[config.mk]
export PLATFORM = sky130hd
export DESIGN_NAME = wind_layer_interpolator_top
export DESIGN_NICKNAME = d
export VERILOG_FILES = /design/src/hw/rtl/wli_pkg.sv /design/src/hw/rtl/wli_ram.sv /design/src/hw/rtl/wli_ctrl.sv /design/src/hw/rtl/wli_datapath.sv /design/src/hw/rtl/wind_layer_interpolator_top.sv
export SDC_FILE = /design/constraint.sdc
export NUM_CORES = 2
export LEC_CHECK = 0
export ABC_AREA = 1
export BUFFER_PORTS_ARGS = -buffer_cell sky130_fd_sc_hd__buf_2
export CAP_MARGIN = 20
export CORE_ASPECT_RATIO = 2
export CORE_UTILIZATION = 63
export CTS_CLUSTER_SIZE = 10
export DETAILED_ROUTE_END_ITERATION = 6
export GPL_ROUTABILITY_DRIVEN = 0
export PLACE_DENSITY = 0.8
export SYNTH_ARGS = -nofsm -noshare
export SYNTH_HDL_FRONTEND = slang
export SYNTH_SLANG_ARGS = --single-unit
[constraint.sdc]
create_clock -name clock -period 8 [get_ports clock]
set_input_delay 0.8 -clock clock [delete_from_list [all_inputs] [get_ports clock]]
set_output_delay 0.8 -clock clock [all_outputs]
set_load 0.03 [all_outputs]
[src/hw/rtl/wli_pkg.sv]
// shared types, constants and codes of the wind layer interpolator
`timescale 1ns / 1ps
`default_nettype none

package wli_pkg;

   localparam int MAX_LAYERS_DEFAULT = 16;
   localparam int COUNT_W            = 5;
   localparam int DIV_STEPS          = 17;
   localparam int NUM_FIELDS         = 5;
   localparam int STEP_W             = 5;
   localparam logic [1:0] CSR_LAYER_COUNT_ADDR = 2'd0;

   typedef enum logic {
      OP_WRITE = 1'b0,
      OP_QUERY = 1'b1
   } op_type;

   typedef struct packed {
      op_type             op;
      logic [3:0]         layer_index;
      logic signed [15:0] layer_altitude;
      logic [15:0]        layer_speed;
      logic [15:0]        layer_direction;
      logic signed [15:0] layer_vertical;
      logic [15:0]        layer_gust;
      logic [15:0]        layer_turbulence;
      logic signed [15:0] query_altitude;
   } req_type;

   typedef struct packed {
      logic [15:0]        wind_speed;
      logic [15:0]        wind_direction;
      logic signed [15:0] vertical_wind;
      logic [15:0]        gust_speed;
      logic [15:0]        turbulence_level;
      logic               no_layers;
   } rsp_type;

   typedef struct packed {
      logic signed [15:0] altitude;
      logic [15:0]        speed;
      logic [15:0]        direction;
      logic signed [15:0] vertical;
      logic [15:0]        gust;
      logic [15:0]        turbulence;
   } layer_type;

   localparam int LAYER_W = $bits(layer_type);

   typedef enum logic [3:0] {
      ST_IDLE,
      ST_SCAN,
      ST_SCAN_END,
      ST_DECIDE,
      ST_EDGE_DATA,
      ST_RD_HI,
      ST_HI_DATA,
      ST_DIVIDE,
      ST_MUL,
      ST_MUL_TAIL
   } ctrl_state_type;

   typedef enum logic [2:0] {
      ADDR_SCAN,
      ADDR_MIN,
      ADDR_MAX,
      ADDR_LO,
      ADDR_HI
   } addr_sel_type;

   typedef enum logic [2:0] {
      FLD_SPEED,
      FLD_DIR,
      FLD_VERT,
      FLD_GUST,
      FLD_TURB
   } field_type;

   typedef struct packed {
      logic         wr_en;
      logic         load_query;
      logic         load_empty;
      logic         scan_rd;
      addr_sel_type addr_sel;
      logic         latch_lo;
      logic         latch_hi;
      logic         div_step;
      logic         div_first;
      logic         mul_go;
      field_type    mul_field;
      logic         load_edge;
      logic         emit;
   } cmd_type;

   typedef struct packed {
      logic q_le_min;
      logic q_ge_max;
   } status_type;

endpackage

`default_nettype wire

[src/hw/rtl/wli_ram.sv]
// generic single write port ram with registered read
`timescale 1ns / 1ps
`default_nettype none

module wli_ram #(
   parameter int WIDTH = 8,
   parameter int DEPTH = 16
) (
   input  wire logic                     clock,
   input  wire logic                     wr_en,
   input  wire logic [$clog2(DEPTH)-1:0] wr_addr,
   input  wire logic [WIDTH-1:0]         wr_data,
   input  wire logic [$clog2(DEPTH)-1:0] rd_addr,
   output logic      [WIDTH-1:0]         rd_data
);

   logic [WIDTH-1:0] mem_ff [DEPTH];
   logic [WIDTH-1:0] rd_data_ff;

   always_ff @(posedge clock) begin
      if (wr_en) begin
         mem_ff[wr_addr] <= wr_data;
      end
      rd_data_ff <= mem_ff[rd_addr];
   end

   assign rd_data = rd_data_ff;

endmodule

`default_nettype wire

[src/hw/rtl/wli_ctrl.sv]
// controller state machine sequencing scan, divide and blend
`timescale 1ns / 1ps
`default_nettype none

module wli_ctrl #(
   parameter int MAX_LAYERS = wli_pkg::MAX_LAYERS_DEFAULT,
   localparam int AW    = $clog2(MAX_LAYERS),
   localparam int CNT_W = $clog2(MAX_LAYERS + 1)
) (
   input  wire logic                 clock,
   input  wire logic                 reset,
   input  wire logic                 start,
   input  wire wli_pkg::op_type      op,
   input  wire logic [CNT_W-1:0]     layer_total,
   input  wire wli_pkg::status_type  status,
   output logic                      busy,
   output wli_pkg::cmd_type          cmd,
   output logic [AW-1:0]             scan_addr
);

   wli_pkg::ctrl_state_type         state_ff, state_in;
   logic [AW-1:0]                   scan_idx_ff, scan_idx_in;
   logic [wli_pkg::STEP_W-1:0]      step_ff, step_in;
   logic                            scan_last;

   assign scan_last = (CNT_W'(scan_idx_ff) + CNT_W'(1)) == layer_total;
   assign scan_addr = scan_idx_ff;
   assign busy      = (state_ff != wli_pkg::ST_IDLE);

   always_ff @(posedge clock) begin
      if (reset) begin
         state_ff    <= wli_pkg::ST_IDLE;
         scan_idx_ff <= '0;
         step_ff     <= '0;
      end else begin
         state_ff    <= state_in;
         scan_idx_ff <= scan_idx_in;
         step_ff     <= step_in;
      end
   end

   always_comb begin
      state_in     = state_ff;
      scan_idx_in  = scan_idx_ff;
      step_in      = step_ff;
      cmd          = '0;
      cmd.addr_sel = wli_pkg::ADDR_SCAN;
      cmd.mul_field = wli_pkg::FLD_SPEED;
      unique case (state_ff)
         wli_pkg::ST_IDLE: begin
            if (start) begin
               if (op == wli_pkg::OP_WRITE) begin
                  cmd.wr_en = 1'b1;
               end else if (layer_total == '0) begin
                  cmd.load_empty = 1'b1;
                  cmd.emit       = 1'b1;
               end else begin
                  cmd.load_query = 1'b1;
                  scan_idx_in    = '0;
                  state_in       = wli_pkg::ST_SCAN;
               end
            end
         end
         wli_pkg::ST_SCAN: begin
            cmd.scan_rd = 1'b1;
            if (scan_last) begin
               state_in = wli_pkg::ST_SCAN_END;
            end else begin
               scan_idx_in = scan_idx_ff + AW'(1);
            end
         end
         wli_pkg::ST_SCAN_END: begin
            // last altitude is folded into the trackers this cycle
            state_in = wli_pkg::ST_DECIDE;
         end
         wli_pkg::ST_DECIDE: begin
            if (status.q_le_min) begin
               cmd.addr_sel = wli_pkg::ADDR_MIN;
               state_in     = wli_pkg::ST_EDGE_DATA;
            end else if (status.q_ge_max) begin
               cmd.addr_sel = wli_pkg::ADDR_MAX;
               state_in     = wli_pkg::ST_EDGE_DATA;
            end else begin
               cmd.addr_sel = wli_pkg::ADDR_LO;
               state_in     = wli_pkg::ST_RD_HI;
            end
         end
         wli_pkg::ST_EDGE_DATA: begin
            cmd.load_edge = 1'b1;
            cmd.emit      = 1'b1;
            state_in      = wli_pkg::ST_IDLE;
         end
         wli_pkg::ST_RD_HI: begin
            cmd.addr_sel = wli_pkg::ADDR_HI;
            cmd.latch_lo = 1'b1;
            state_in     = wli_pkg::ST_HI_DATA;
         end
         wli_pkg::ST_HI_DATA: begin
            cmd.latch_hi = 1'b1;
            step_in      = '0;
            state_in     = wli_pkg::ST_DIVIDE;
         end
         wli_pkg::ST_DIVIDE: begin
            cmd.div_step  = 1'b1;
            cmd.div_first = (step_ff == '0);
            if (step_ff == wli_pkg::STEP_W'(wli_pkg::DIV_STEPS - 1)) begin
               step_in  = '0;
               state_in = wli_pkg::ST_MUL;
            end else begin
               step_in = step_ff + wli_pkg::STEP_W'(1);
            end
         end
         wli_pkg::ST_MUL: begin
            cmd.mul_go    = 1'b1;
            cmd.mul_field = wli_pkg::field_type'(step_ff[2:0]);
            if (step_ff == wli_pkg::STEP_W'(wli_pkg::NUM_FIELDS - 1)) begin
               state_in = wli_pkg::ST_MUL_TAIL;
            end else begin
               step_in = step_ff + wli_pkg::STEP_W'(1);
            end
         end
         wli_pkg::ST_MUL_TAIL: begin
            cmd.emit = 1'b1;
            state_in = wli_pkg::ST_IDLE;
         end
         default: begin
            state_in = wli_pkg::ST_IDLE;
         end
      endcase
   end

endmodule

`default_nettype wire

[src/hw/rtl/wli_datapath.sv]
// layer table, altitude scan trackers, serial divider and shared blend multiplier
`timescale 1ns / 1ps
`default_nettype none

module wli_datapath #(
   parameter int MAX_LAYERS = wli_pkg::MAX_LAYERS_DEFAULT,
   localparam int AW = $clog2(MAX_LAYERS)
) (
   input  wire logic                clock,
   input  wire logic                reset,
   input  wire wli_pkg::cmd_type    cmd,
   input  wire logic [AW-1:0]       scan_addr,
   input  wire wli_pkg::req_type    req_payload,
   output wli_pkg::status_type      status,
   output logic                     rsp_strobe,
   output wli_pkg::rsp_type         rsp_payload
);

   wli_pkg::layer_type           wr_entry, rd_entry, lo_ff;
   logic [wli_pkg::LAYER_W-1:0]  rd_bits;
   logic                         wr_en;
   logic [AW-1:0]                rd_addr;

   logic                         scan_vld_ff, add_vld_ff, rsp_valid_ff;
   logic                         have_lo_ff, have_hi_ff;
   logic [AW-1:0]                scan_idx_ff, imin_ff, imax_ff, ilo_ff, ihi_ff;
   logic signed [15:0]           q_ff, min_alt_ff, max_alt_ff, lo_alt_ff, hi_alt_ff;
   logic signed [15:0]           alt;
   logic                         scan_first, below_q;

   logic [15:0]                  den_ff, rem_ff, rem_in;
   logic [16:0]                  quot_ff, trial;
   logic                         quot_bit;
   logic signed [17:0]           diff_ff [wli_pkg::NUM_FIELDS];
   logic signed [17:0]           dir_raw, dir_adj;
   logic signed [35:0]           prod_full;
   logic [15:0]                  prod_ff, lo_sel, sum;
   wli_pkg::field_type           add_field_ff;
   wli_pkg::rsp_type             rsp_ff;

   assign wr_en = cmd.wr_en && (32'(req_payload.layer_index) < 32'(MAX_LAYERS));

   always_comb begin
      wr_entry.altitude   = req_payload.layer_altitude;
      wr_entry.speed      = req_payload.layer_speed;
      wr_entry.direction  = req_payload.layer_direction;
      wr_entry.vertical   = req_payload.layer_vertical;
      wr_entry.gust       = req_payload.layer_gust;
      wr_entry.turbulence = req_payload.layer_turbulence;
   end

   always_comb begin
      case (cmd.addr_sel)
         wli_pkg::ADDR_MIN: rd_addr = imin_ff;
         wli_pkg::ADDR_MAX: rd_addr = imax_ff;
         wli_pkg::ADDR_LO:  rd_addr = ilo_ff;
         wli_pkg::ADDR_HI:  rd_addr = ihi_ff;
         default:           rd_addr = scan_addr;
      endcase
   end

   wli_ram #(
      .WIDTH (wli_pkg::LAYER_W),
      .DEPTH (MAX_LAYERS)
   ) u_table (
      .clock   (clock),
      .wr_en   (wr_en),
      .wr_addr (AW'(req_payload.layer_index)),
      .wr_data (wr_entry),
      .rd_addr (rd_addr),
      .rd_data (rd_bits)
   );

   assign rd_entry   = rd_bits;
   assign alt        = rd_entry.altitude;
   assign scan_first = (scan_idx_ff == '0);
   assign below_q    = (alt < q_ff);

   assign status.q_le_min = (q_ff <= min_alt_ff);
   assign status.q_ge_max = (q_ff >= max_alt_ff);

   // shortest arc: wrap into a half turn either way, an exact half turn keeps its sign
   always_comb begin
      dir_raw = 18'(rd_entry.direction) - 18'(lo_ff.direction);
      if (dir_raw > 18'sd32768) begin
         dir_adj = dir_raw - 18'sd65536;
      end else if (dir_raw < -18'sd32768) begin
         dir_adj = dir_raw + 18'sd65536;
      end else begin
         dir_adj = dir_raw;
      end
   end

   // restoring divide, one quotient bit a cycle, remainder stays below the span
   assign trial    = cmd.div_first ? {1'b0, rem_ff} : {rem_ff, 1'b0};
   assign quot_bit = (trial >= {1'b0, den_ff});
   assign rem_in   = quot_bit ? 16'(trial - {1'b0, den_ff}) : trial[15:0];

   assign prod_full = $signed({1'b0, quot_ff}) * diff_ff[cmd.mul_field];

   always_comb begin
      case (add_field_ff)
         wli_pkg::FLD_SPEED: lo_sel = lo_ff.speed;
         wli_pkg::FLD_DIR:   lo_sel = lo_ff.direction;
         wli_pkg::FLD_VERT:  lo_sel = lo_ff.vertical;
         wli_pkg::FLD_GUST:  lo_sel = lo_ff.gust;
         default:            lo_sel = lo_ff.turbulence;
      endcase
   end

   // only the low 16 bits survive, so the sign of the low value does not matter
   assign sum = lo_sel + prod_ff;

   always_ff @(posedge clock) begin
      if (reset) begin
         scan_vld_ff  <= 1'b0;
         add_vld_ff   <= 1'b0;
         rsp_valid_ff <= 1'b0;
         have_lo_ff   <= 1'b0;
         have_hi_ff   <= 1'b0;
      end else begin
         scan_vld_ff  <= cmd.scan_rd;
         add_vld_ff   <= cmd.mul_go;
         rsp_valid_ff <= cmd.emit;
         if (cmd.load_query) begin
            have_lo_ff <= 1'b0;
            have_hi_ff <= 1'b0;
         end else if (scan_vld_ff) begin
            if (below_q) begin
               have_lo_ff <= 1'b1;
            end else begin
               have_hi_ff <= 1'b1;
            end
         end
      end
   end

   always_ff @(posedge clock) begin
      scan_idx_ff  <= scan_addr;
      add_field_ff <= cmd.mul_field;
      if (cmd.load_query) begin
         q_ff <= req_payload.query_altitude;
      end
      // strict compares keep the lowest index among equal altitudes
      if (scan_vld_ff) begin
         if (scan_first) begin
            min_alt_ff <= alt;
            imin_ff    <= scan_idx_ff;
            max_alt_ff <= alt;
            imax_ff    <= scan_idx_ff;
         end else begin
            if (alt < min_alt_ff) begin
               min_alt_ff <= alt;
               imin_ff    <= scan_idx_ff;
            end
            if (alt > max_alt_ff) begin
               max_alt_ff <= alt;
               imax_ff    <= scan_idx_ff;
            end
         end
         if (below_q) begin
            if (!have_lo_ff || alt > lo_alt_ff) begin
               lo_alt_ff <= alt;
               ilo_ff    <= scan_idx_ff;
            end
         end else if (!have_hi_ff || alt < hi_alt_ff) begin
            hi_alt_ff <= alt;
            ihi_ff    <= scan_idx_ff;
         end
      end
      if (cmd.latch_lo) begin
         lo_ff <= rd_entry;
      end
      if (cmd.latch_hi) begin
         den_ff   <= 16'(rd_entry.altitude - lo_ff.altitude);
         rem_ff   <= 16'(q_ff - lo_ff.altitude);
         diff_ff[wli_pkg::FLD_SPEED] <= 18'(rd_entry.speed) - 18'(lo_ff.speed);
         diff_ff[wli_pkg::FLD_DIR]   <= dir_adj;
         diff_ff[wli_pkg::FLD_VERT]  <= 18'(rd_entry.vertical) - 18'(lo_ff.vertical);
         diff_ff[wli_pkg::FLD_GUST]  <= 18'(rd_entry.gust) - 18'(lo_ff.gust);
         diff_ff[wli_pkg::FLD_TURB]  <= 18'(rd_entry.turbulence) - 18'(lo_ff.turbulence);
         rsp_ff.no_layers <= 1'b0;
      end
      if (cmd.div_step) begin
         rem_ff  <= rem_in;
         quot_ff <= {quot_ff[15:0], quot_bit};
      end
      if (cmd.mul_go) begin
         prod_ff <= prod_full[31:16];
      end
      if (add_vld_ff) begin
         case (add_field_ff)
            wli_pkg::FLD_SPEED: rsp_ff.wind_speed       <= sum;
            wli_pkg::FLD_DIR:   rsp_ff.wind_direction   <= sum;
            wli_pkg::FLD_VERT:  rsp_ff.vertical_wind    <= sum;
            wli_pkg::FLD_GUST:  rsp_ff.gust_speed       <= sum;
            default:            rsp_ff.turbulence_level <= sum;
         endcase
      end
      if (cmd.load_edge) begin
         rsp_ff.wind_speed       <= rd_entry.speed;
         rsp_ff.wind_direction   <= rd_entry.direction;
         rsp_ff.vertical_wind    <= rd_entry.vertical;
         rsp_ff.gust_speed       <= rd_entry.gust;
         rsp_ff.turbulence_level <= rd_entry.turbulence;
         rsp_ff.no_layers        <= 1'b0;
      end
      if (cmd.load_empty) begin
         rsp_ff.wind_speed       <= '0;
         rsp_ff.wind_direction   <= '0;
         rsp_ff.vertical_wind    <= '0;
         rsp_ff.gust_speed       <= '0;
         rsp_ff.turbulence_level <= '0;
         rsp_ff.no_layers        <= 1'b1;
      end
   end

   assign rsp_strobe  = rsp_valid_ff;
   assign rsp_payload = rsp_ff;

endmodule

`default_nettype wire

[src/hw/rtl/wind_layer_interpolator_top.sv]
// top level of the wind layer interpolator: register port, controller and datapath
//
// Usage: an item is taken on req_payload at a clock edge where req_start is high and
// req_busy is low. A write item (op = write) stores one layer at layer_index and gives
// no result; req_busy stays low. A query item returns one result on
// rsp_payload for exactly one cycle, marked by rsp_strobe; the receiver cannot stall it.
// The layer_count register (byte address 0 of the csr_ port) sets how many table
// entries a query looks at; write it only while no query is in flight.
// Flow, with n the number of layers looked at (layer_count, at most MAX_LAYERS):
//   no layers:              result in the cycle after the item, block never busy
//   at or beyond an edge:   scan of the n layers, then a read of the edge layer
//   between two layers:     scan of the n layers, reads of both layers, divide, blend
// A new item can be taken in the cycle that the result is shown. The time is set by the
// altitude scan, one table read a cycle through the single read port, then a 17-step
// serial divide for the blend fraction and one shared multiplier over five fields.
// Synchronous reset clears layer_count and the controller; the layer table is not
// cleared, so entries below layer_count must be written before they are queried.
`timescale 1ns / 1ps
`default_nettype none

module wind_layer_interpolator_top #(
   parameter int MAX_LAYERS = wli_pkg::MAX_LAYERS_DEFAULT,
   localparam int AW    = $clog2(MAX_LAYERS),
   localparam int CNT_W = $clog2(MAX_LAYERS + 1)
) (
   input  wire logic              clock,
   input  wire logic              reset,
   input  wire logic              req_start,
   output logic                   req_busy,
   input  wire wli_pkg::req_type  req_payload,
   output logic                   rsp_strobe,
   output wli_pkg::rsp_type       rsp_payload,
   input  wire logic              csr_psel,
   input  wire logic              csr_penable,
   input  wire logic              csr_pwrite,
   input  wire logic [1:0]        csr_paddr,
   input  wire logic [31:0]       csr_pwdata,
   output logic [31:0]            csr_prdata,
   output logic                   csr_pready
);

   logic [wli_pkg::COUNT_W-1:0]   layer_count_ff, layer_count_in;
   logic [CNT_W-1:0]              layer_total;
   logic                          csr_write;
   wli_pkg::cmd_type              cmd;
   wli_pkg::status_type           status;
   logic [AW-1:0]                 scan_addr;

   assign csr_pready = 1'b1;
   assign csr_write  = csr_psel && csr_penable && csr_pwrite && csr_pready;
   assign csr_prdata = (csr_paddr == wli_pkg::CSR_LAYER_COUNT_ADDR) ?
                       32'(layer_count_ff) : '0;

   assign layer_count_in = csr_write ? csr_pwdata[wli_pkg::COUNT_W-1:0] : layer_count_ff;

   always_ff @(posedge clock) begin
      if (reset) begin
         layer_count_ff <= '0;
      end else begin
         layer_count_ff <= layer_count_in;
      end
   end

   // counts beyond the table size act as a full table
   assign layer_total = (32'(layer_count_ff) > 32'(MAX_LAYERS)) ?
                        CNT_W'(MAX_LAYERS) : CNT_W'(layer_count_ff);

   wli_ctrl #(
      .MAX_LAYERS (MAX_LAYERS)
   ) u_ctrl (
      .clock       (clock),
      .reset       (reset),
      .start       (req_start),
      .op          (req_payload.op),
      .layer_total (layer_total),
      .status      (status),
      .busy        (req_busy),
      .cmd         (cmd),
      .scan_addr   (scan_addr)
   );

   wli_datapath #(
      .MAX_LAYERS (MAX_LAYERS)
   ) u_datapath (
      .clock       (clock),
      .reset       (reset),
      .cmd         (cmd),
      .scan_addr   (scan_addr),
      .req_payload (req_payload),
      .status      (status),
      .rsp_strobe  (rsp_strobe),
      .rsp_payload (rsp_payload)
   );

   a_empty_query_answers: assert property (@(posedge clock) disable iff (reset)
      (req_start && !req_busy && req_payload.op == wli_pkg::OP_QUERY && layer_total == '0)
      |=> (rsp_strobe && rsp_payload.no_layers))
      else $error("empty query did not answer in the next cycle");

   a_write_keeps_free: assert property (@(posedge clock) disable iff (reset)
      (req_start && !req_busy && req_payload.op == wli_pkg::OP_WRITE) |=> !req_busy)
      else $error("write item left the block busy");

   a_query_occupies: assert property (@(posedge clock) disable iff (reset)
      (req_start && !req_busy && req_payload.op == wli_pkg::OP_QUERY && layer_total != '0)
      |=> (req_busy && !rsp_strobe))
      else $error("query with layers did not start a scan");

   a_empty_is_zero: assert property (@(posedge clock) disable iff (reset)
      (rsp_strobe && rsp_payload.no_layers) |->
      (rsp_payload.wind_speed == '0 && rsp_payload.wind_direction == '0 &&
       rsp_payload.vertical_wind == '0 && rsp_payload.gust_speed == '0 &&
       rsp_payload.turbulence_level == '0))
      else $error("empty result carries non-zero fields");

endmodule

`default_nettype wire

==> impl_metrics.tcl <==
set metrics [dict create \
    fin_crit_sh_pct 96.5 \
    io_pins 273 \
    fin_total_pwr_w 0.0289 \
    violations "DRC" \
    p_per_area_mw_per_mm2 254 \
    criticalPathCategory "flop to flop" \
    hold_class "input port to flop" \
    synth_top_cells_by_area "edfxtp_1, nand3_1, nand2_1" \
    slowest_stage "fa_1" \
    cts_tree "yes" \
    synth-edff-count 1879 \
    period_minus_slack_ns 7.72 \
    grt.total_usage_pct 37.5 \
    finClkSkew_ns 0.0820 \
    grt_first_pass_wirelength_um 458000 \
    postPlaceCellArea_sq_mm 0.107 \
    route.detailed.drc 27 \
    synth_cells 10177 \
    row_count 210 \
    synth.top_cell.area_share_pct 54.3 \
    worstPathRequired_ns 8.57 \
    seq_area_sq_mm 0.0606 \
    die_h_um 576 \
    dr_total_vias 77943 \
    worst_pin_slew_ns 1.27 \
    cp_max_fo 18 \
    antenna_found_initial 84 \
    final_util_pct 69.4 \
    clockRootBuffer "clkbuf_16" \
    path_clk_slew_ns 0.07 \
    via_per_inst 6.16 \
    min_from "req_payload[0]" \
    setup_tns_ns 0 \
    hold_path_end "u_datapath.q_ff[0]" \
    multi_input_area_sq_mm 0.0348 \
    fmax_mhz 129 \
    hold_viol_final 0 \
    yosysTopAreaCell "edfxtp_1" \
    ir_drop_uv 195 \
    async_reset_ff_share_pct 0 \
    start_kind "flop" \
    clock-sinks 2086 \
    grt_pass1_vias 76995 \
    finalWirelength_um 308000 \
    outcome "complete, but fails checks" \
    clk_path_buf_depth 4 \
    slew_headroom_pct 15.3 \
    coreArea_sq_mm 0.164 \
    setup_viol 0 \
    fill_cells 11014 \
    nets 11028 \
    cp-end-kind "flop" \
    r2r_start "u_ctrl.state_ff[3]" \
    slew_violations 0 \
    synth-seq-cells 2086 \
    ys.flop_type "edfxtp_1" \
    stdcell_area_sq_mm 0.114 \
    dp_hpwl_um 180000 \
    grt_max_degree 221 \
    arrival_ns 8.29 \
    grt_overflow_total 0 \
    start_util_pct 63.5 \
    first_iter_violations 10774 \
    dr.pass1.iters 7 \
    synth_area_sq_mm 0.104 \
    reg2regPathDepth 30 \
    cpPeakStageDelay_ns 0.58 \
    htreeDepth 4 \
    leakagePower_nw 48.4 \
    yosysWarnings 0 \
    clkLatencyLatePin_ns 0.87 \
    cap_violations 0 \
    placement.io_buffers 217 \
    cpMostUsedCell "fa_1" \
    grt_setup_unrepaired "false" \
    holdPathStages 1 \
    syn_avg_cell_area_sq_um 10.2 \
    r2r_setup_slack_ns 0.28 \
    rr_endpoint "u_datapath.prod_ff[15]" \
    wire_per_inst_um 24.4 \
    dieArea_sq_mm 0.167 \
    drtAntennaViolNets 0 \
    cts_buffers 235 \
    ys_seq_area_share_pct 58.3 \
    area_growth_pct 9.41 \
    drive_above_1_share_pct 6.47 \
    die_w_um 289 \
    synth_cell_types 64 \
]
==> registers in the layout, summed over array words and instances (netlist names), 17 cells and up <==
| name | cells |
|---|---|
| u_datapath.lo_ff | 96 |
| u_datapath.quot_ff | 17 |
| u_datapath.u_table.mem_ff | 1536 |
| u_datapath.rsp_payload | 81 |
| u_datapath.u_table.rd_data | 96 |
| u_datapath.diff_ff | 86 |
==> kinds of logic (layout without fill, tap and decap cells) <==
| family | after synthesis | in the layout | synth area share [%] |
|---|---|---|---|
| buf+inv | 2228 | 2478 | 8.54 |
| other cells | 2 | 100 | 0.00723 |
| fa+ha+maj | 604 | 604 | 9.06 |
| flops | 2086 | 2086 | 58.3 |
| compound gates | 638 | 638 | 3.53 |
| simple gates | 4478 | 4478 | 19.4 |
| xor+xnor | 141 | 141 | 1.19 |
==> where the power goes <==
part | total, W | internal, W | switching, W
registers | 0.0133 | 0.0126 | 0.000700
clock network | 0.00962 | 0.00550 | 0.00413
logic | 0.00595 | 0.00187 | 0.00408
==> how the worst max path moves through the flow <==
stage,endpoint,cells past startpoint,start,slack [ns]
6_report,u_datapath.prod_ff[15],30,u_ctrl.state_ff[3],0.28
5_1_grt,u_datapath.prod_ff[15],32,u_ctrl.state_ff[3],0.002
4_1_cts,u_datapath.prod_ff[15],32,u_ctrl.state_ff[3],0.40
3_5_place_dp,u_datapath.prod_ff[15],32,u_ctrl.state_ff[3],0.55
3_3_place_gp,u_datapath.prod_ff[15],32,u_ctrl.state_ff[3],0.65
2_1_floorplan,u_datapath.u_table.rd_data[28],14,u_ctrl.state_ff[0],1.01
==> area by class of cell <==
cell class                 instances  area share (%)
antenna                           72           0.159
clock buffer                     413            5.79
clock inverter                    10          0.0826
inverter                        1714            5.70
multi-input combinational       5889            30.6
sequential                      2086            53.3
tap                             2120            2.33
timing repair buffer             341            2.00
==> per-stage QoR <==
step / instances / setup slack (ns) / hold slack, ns
floorplan: 10203 / 1.01 / 0.373
global placement: 12139 / 0.650 / 0.400
detailed placement: 12140 / 0.553 / 0.410
CTS: 12563 / 0.396 / 0.103
global route: 12604 / 0.00190 / 0.114
finish: 12645 / 0.277 / 0.134
==> critical path: cells and delay by family (launching register included) <==
family,cells,cell delay [ns]
adders and majority gates,7,3.30
DFF,1,0.39
AOI/OAI and AO/OA,4,0.78
buffers and inverters,7,0.84
and+or+nand+nor,12,2.13
==> layer usage <==
| metal | track usage, % | vias to the layer above | routed length (um) |
|---|---|---|---|
| li1 | - | 34077 | - |
| met1 | 40.5 | 36787 | 95800 |
| met2 | 59.0 | 5522 | 147000 |
| met3 | 12.4 | 1521 | 37800 |
| met4 | 31.8 | 36 | 27900 |
| met5 | 1.47 | - | 394 |
==> Yosys cell counts (10+ instances only) <==
cell      count
a211oi_1     11
a21boi_0     17
a21o_1       10
a21oi_1     295
a22o_1       15
a31oi_1      45
buf_1        43
buf_2       207
buf_4        46
buf_6        10
clkbuf_1    208
clkinv_1     24
dfxtp_1     207
edfxtp_1   1879
fa_1        247
ha_1        357
inv_1      1680
nand2_1    2028
nand3_1    1856
nand3b_1    191
nand4_1      21
nor2_1      309
nor3_1       35
o211ai_1     15
o21ai_0     125
o21ai_1      14
o22ai_1      37
xnor2_1      57
xor2_1       84
==> layout by cell type, fill, tap and decap left out, types with 6 or more instances in the layout <==
| cell type | Yosys | layout |
|---|---|---|
| nand2_1 | 2028 | 2025 |
| o21ai_0 | 125 | 121 |
| a21o_1 | 10 | 10 |
| o21bai_1 | 8 | 8 |
| a22o_1 | 15 | 15 |
| o21ai_1 | 14 | 17 |
| a211oi_1 | 11 | 11 |
| nor3_2 | 1 | 6 |
| inv_2 | 9 | 10 |
| xnor2_1 | 57 | 57 |
| clkbuf_16 | 0 | 236 |
| buf_12 | 0 | 19 |
| edfxtp_1 | 1879 | 1879 |
| nor3_1 | 35 | 30 |
| nand3b_1 | 191 | 191 |
| o21ai_2 | 8 | 7 |
| nor2_4 | 2 | 22 |
| dfxtp_1 | 207 | 207 |
| o21a_1 | 6 | 6 |
| o211ai_1 | 15 | 15 |
| xor2_1 | 84 | 83 |
| a21boi_0 | 17 | 17 |
| buf_2 | 207 | 217 |
| conb_1 | 2 | 28 |
| o22ai_1 | 37 | 37 |
| ha_1 | 357 | 357 |
| nand4_1 | 21 | 21 |
| a31oi_1 | 45 | 45 |
| nor2_1 | 309 | 288 |
| o221ai_1 | 7 | 7 |
| diode_2 | 0 | 72 |
| a21oi_1 | 295 | 290 |
| buf_4 | 46 | 101 |
| or2_2 | 8 | 8 |
| fa_1 | 247 | 247 |
| clkbuf_1 | 208 | 176 |
| nand3_1 | 1856 | 1853 |
| clkinv_1 | 24 | 21 |
| inv_1 | 1680 | 1676 |
==> what timing repair did <==
action                                  4_1_cts  5_1_grt
endpoints found under the setup margin        0        9
buffers inserted                              0        3
resized for setup                             0       17
hold buffers                                  0        0
(Power assumes the default switching activity.)
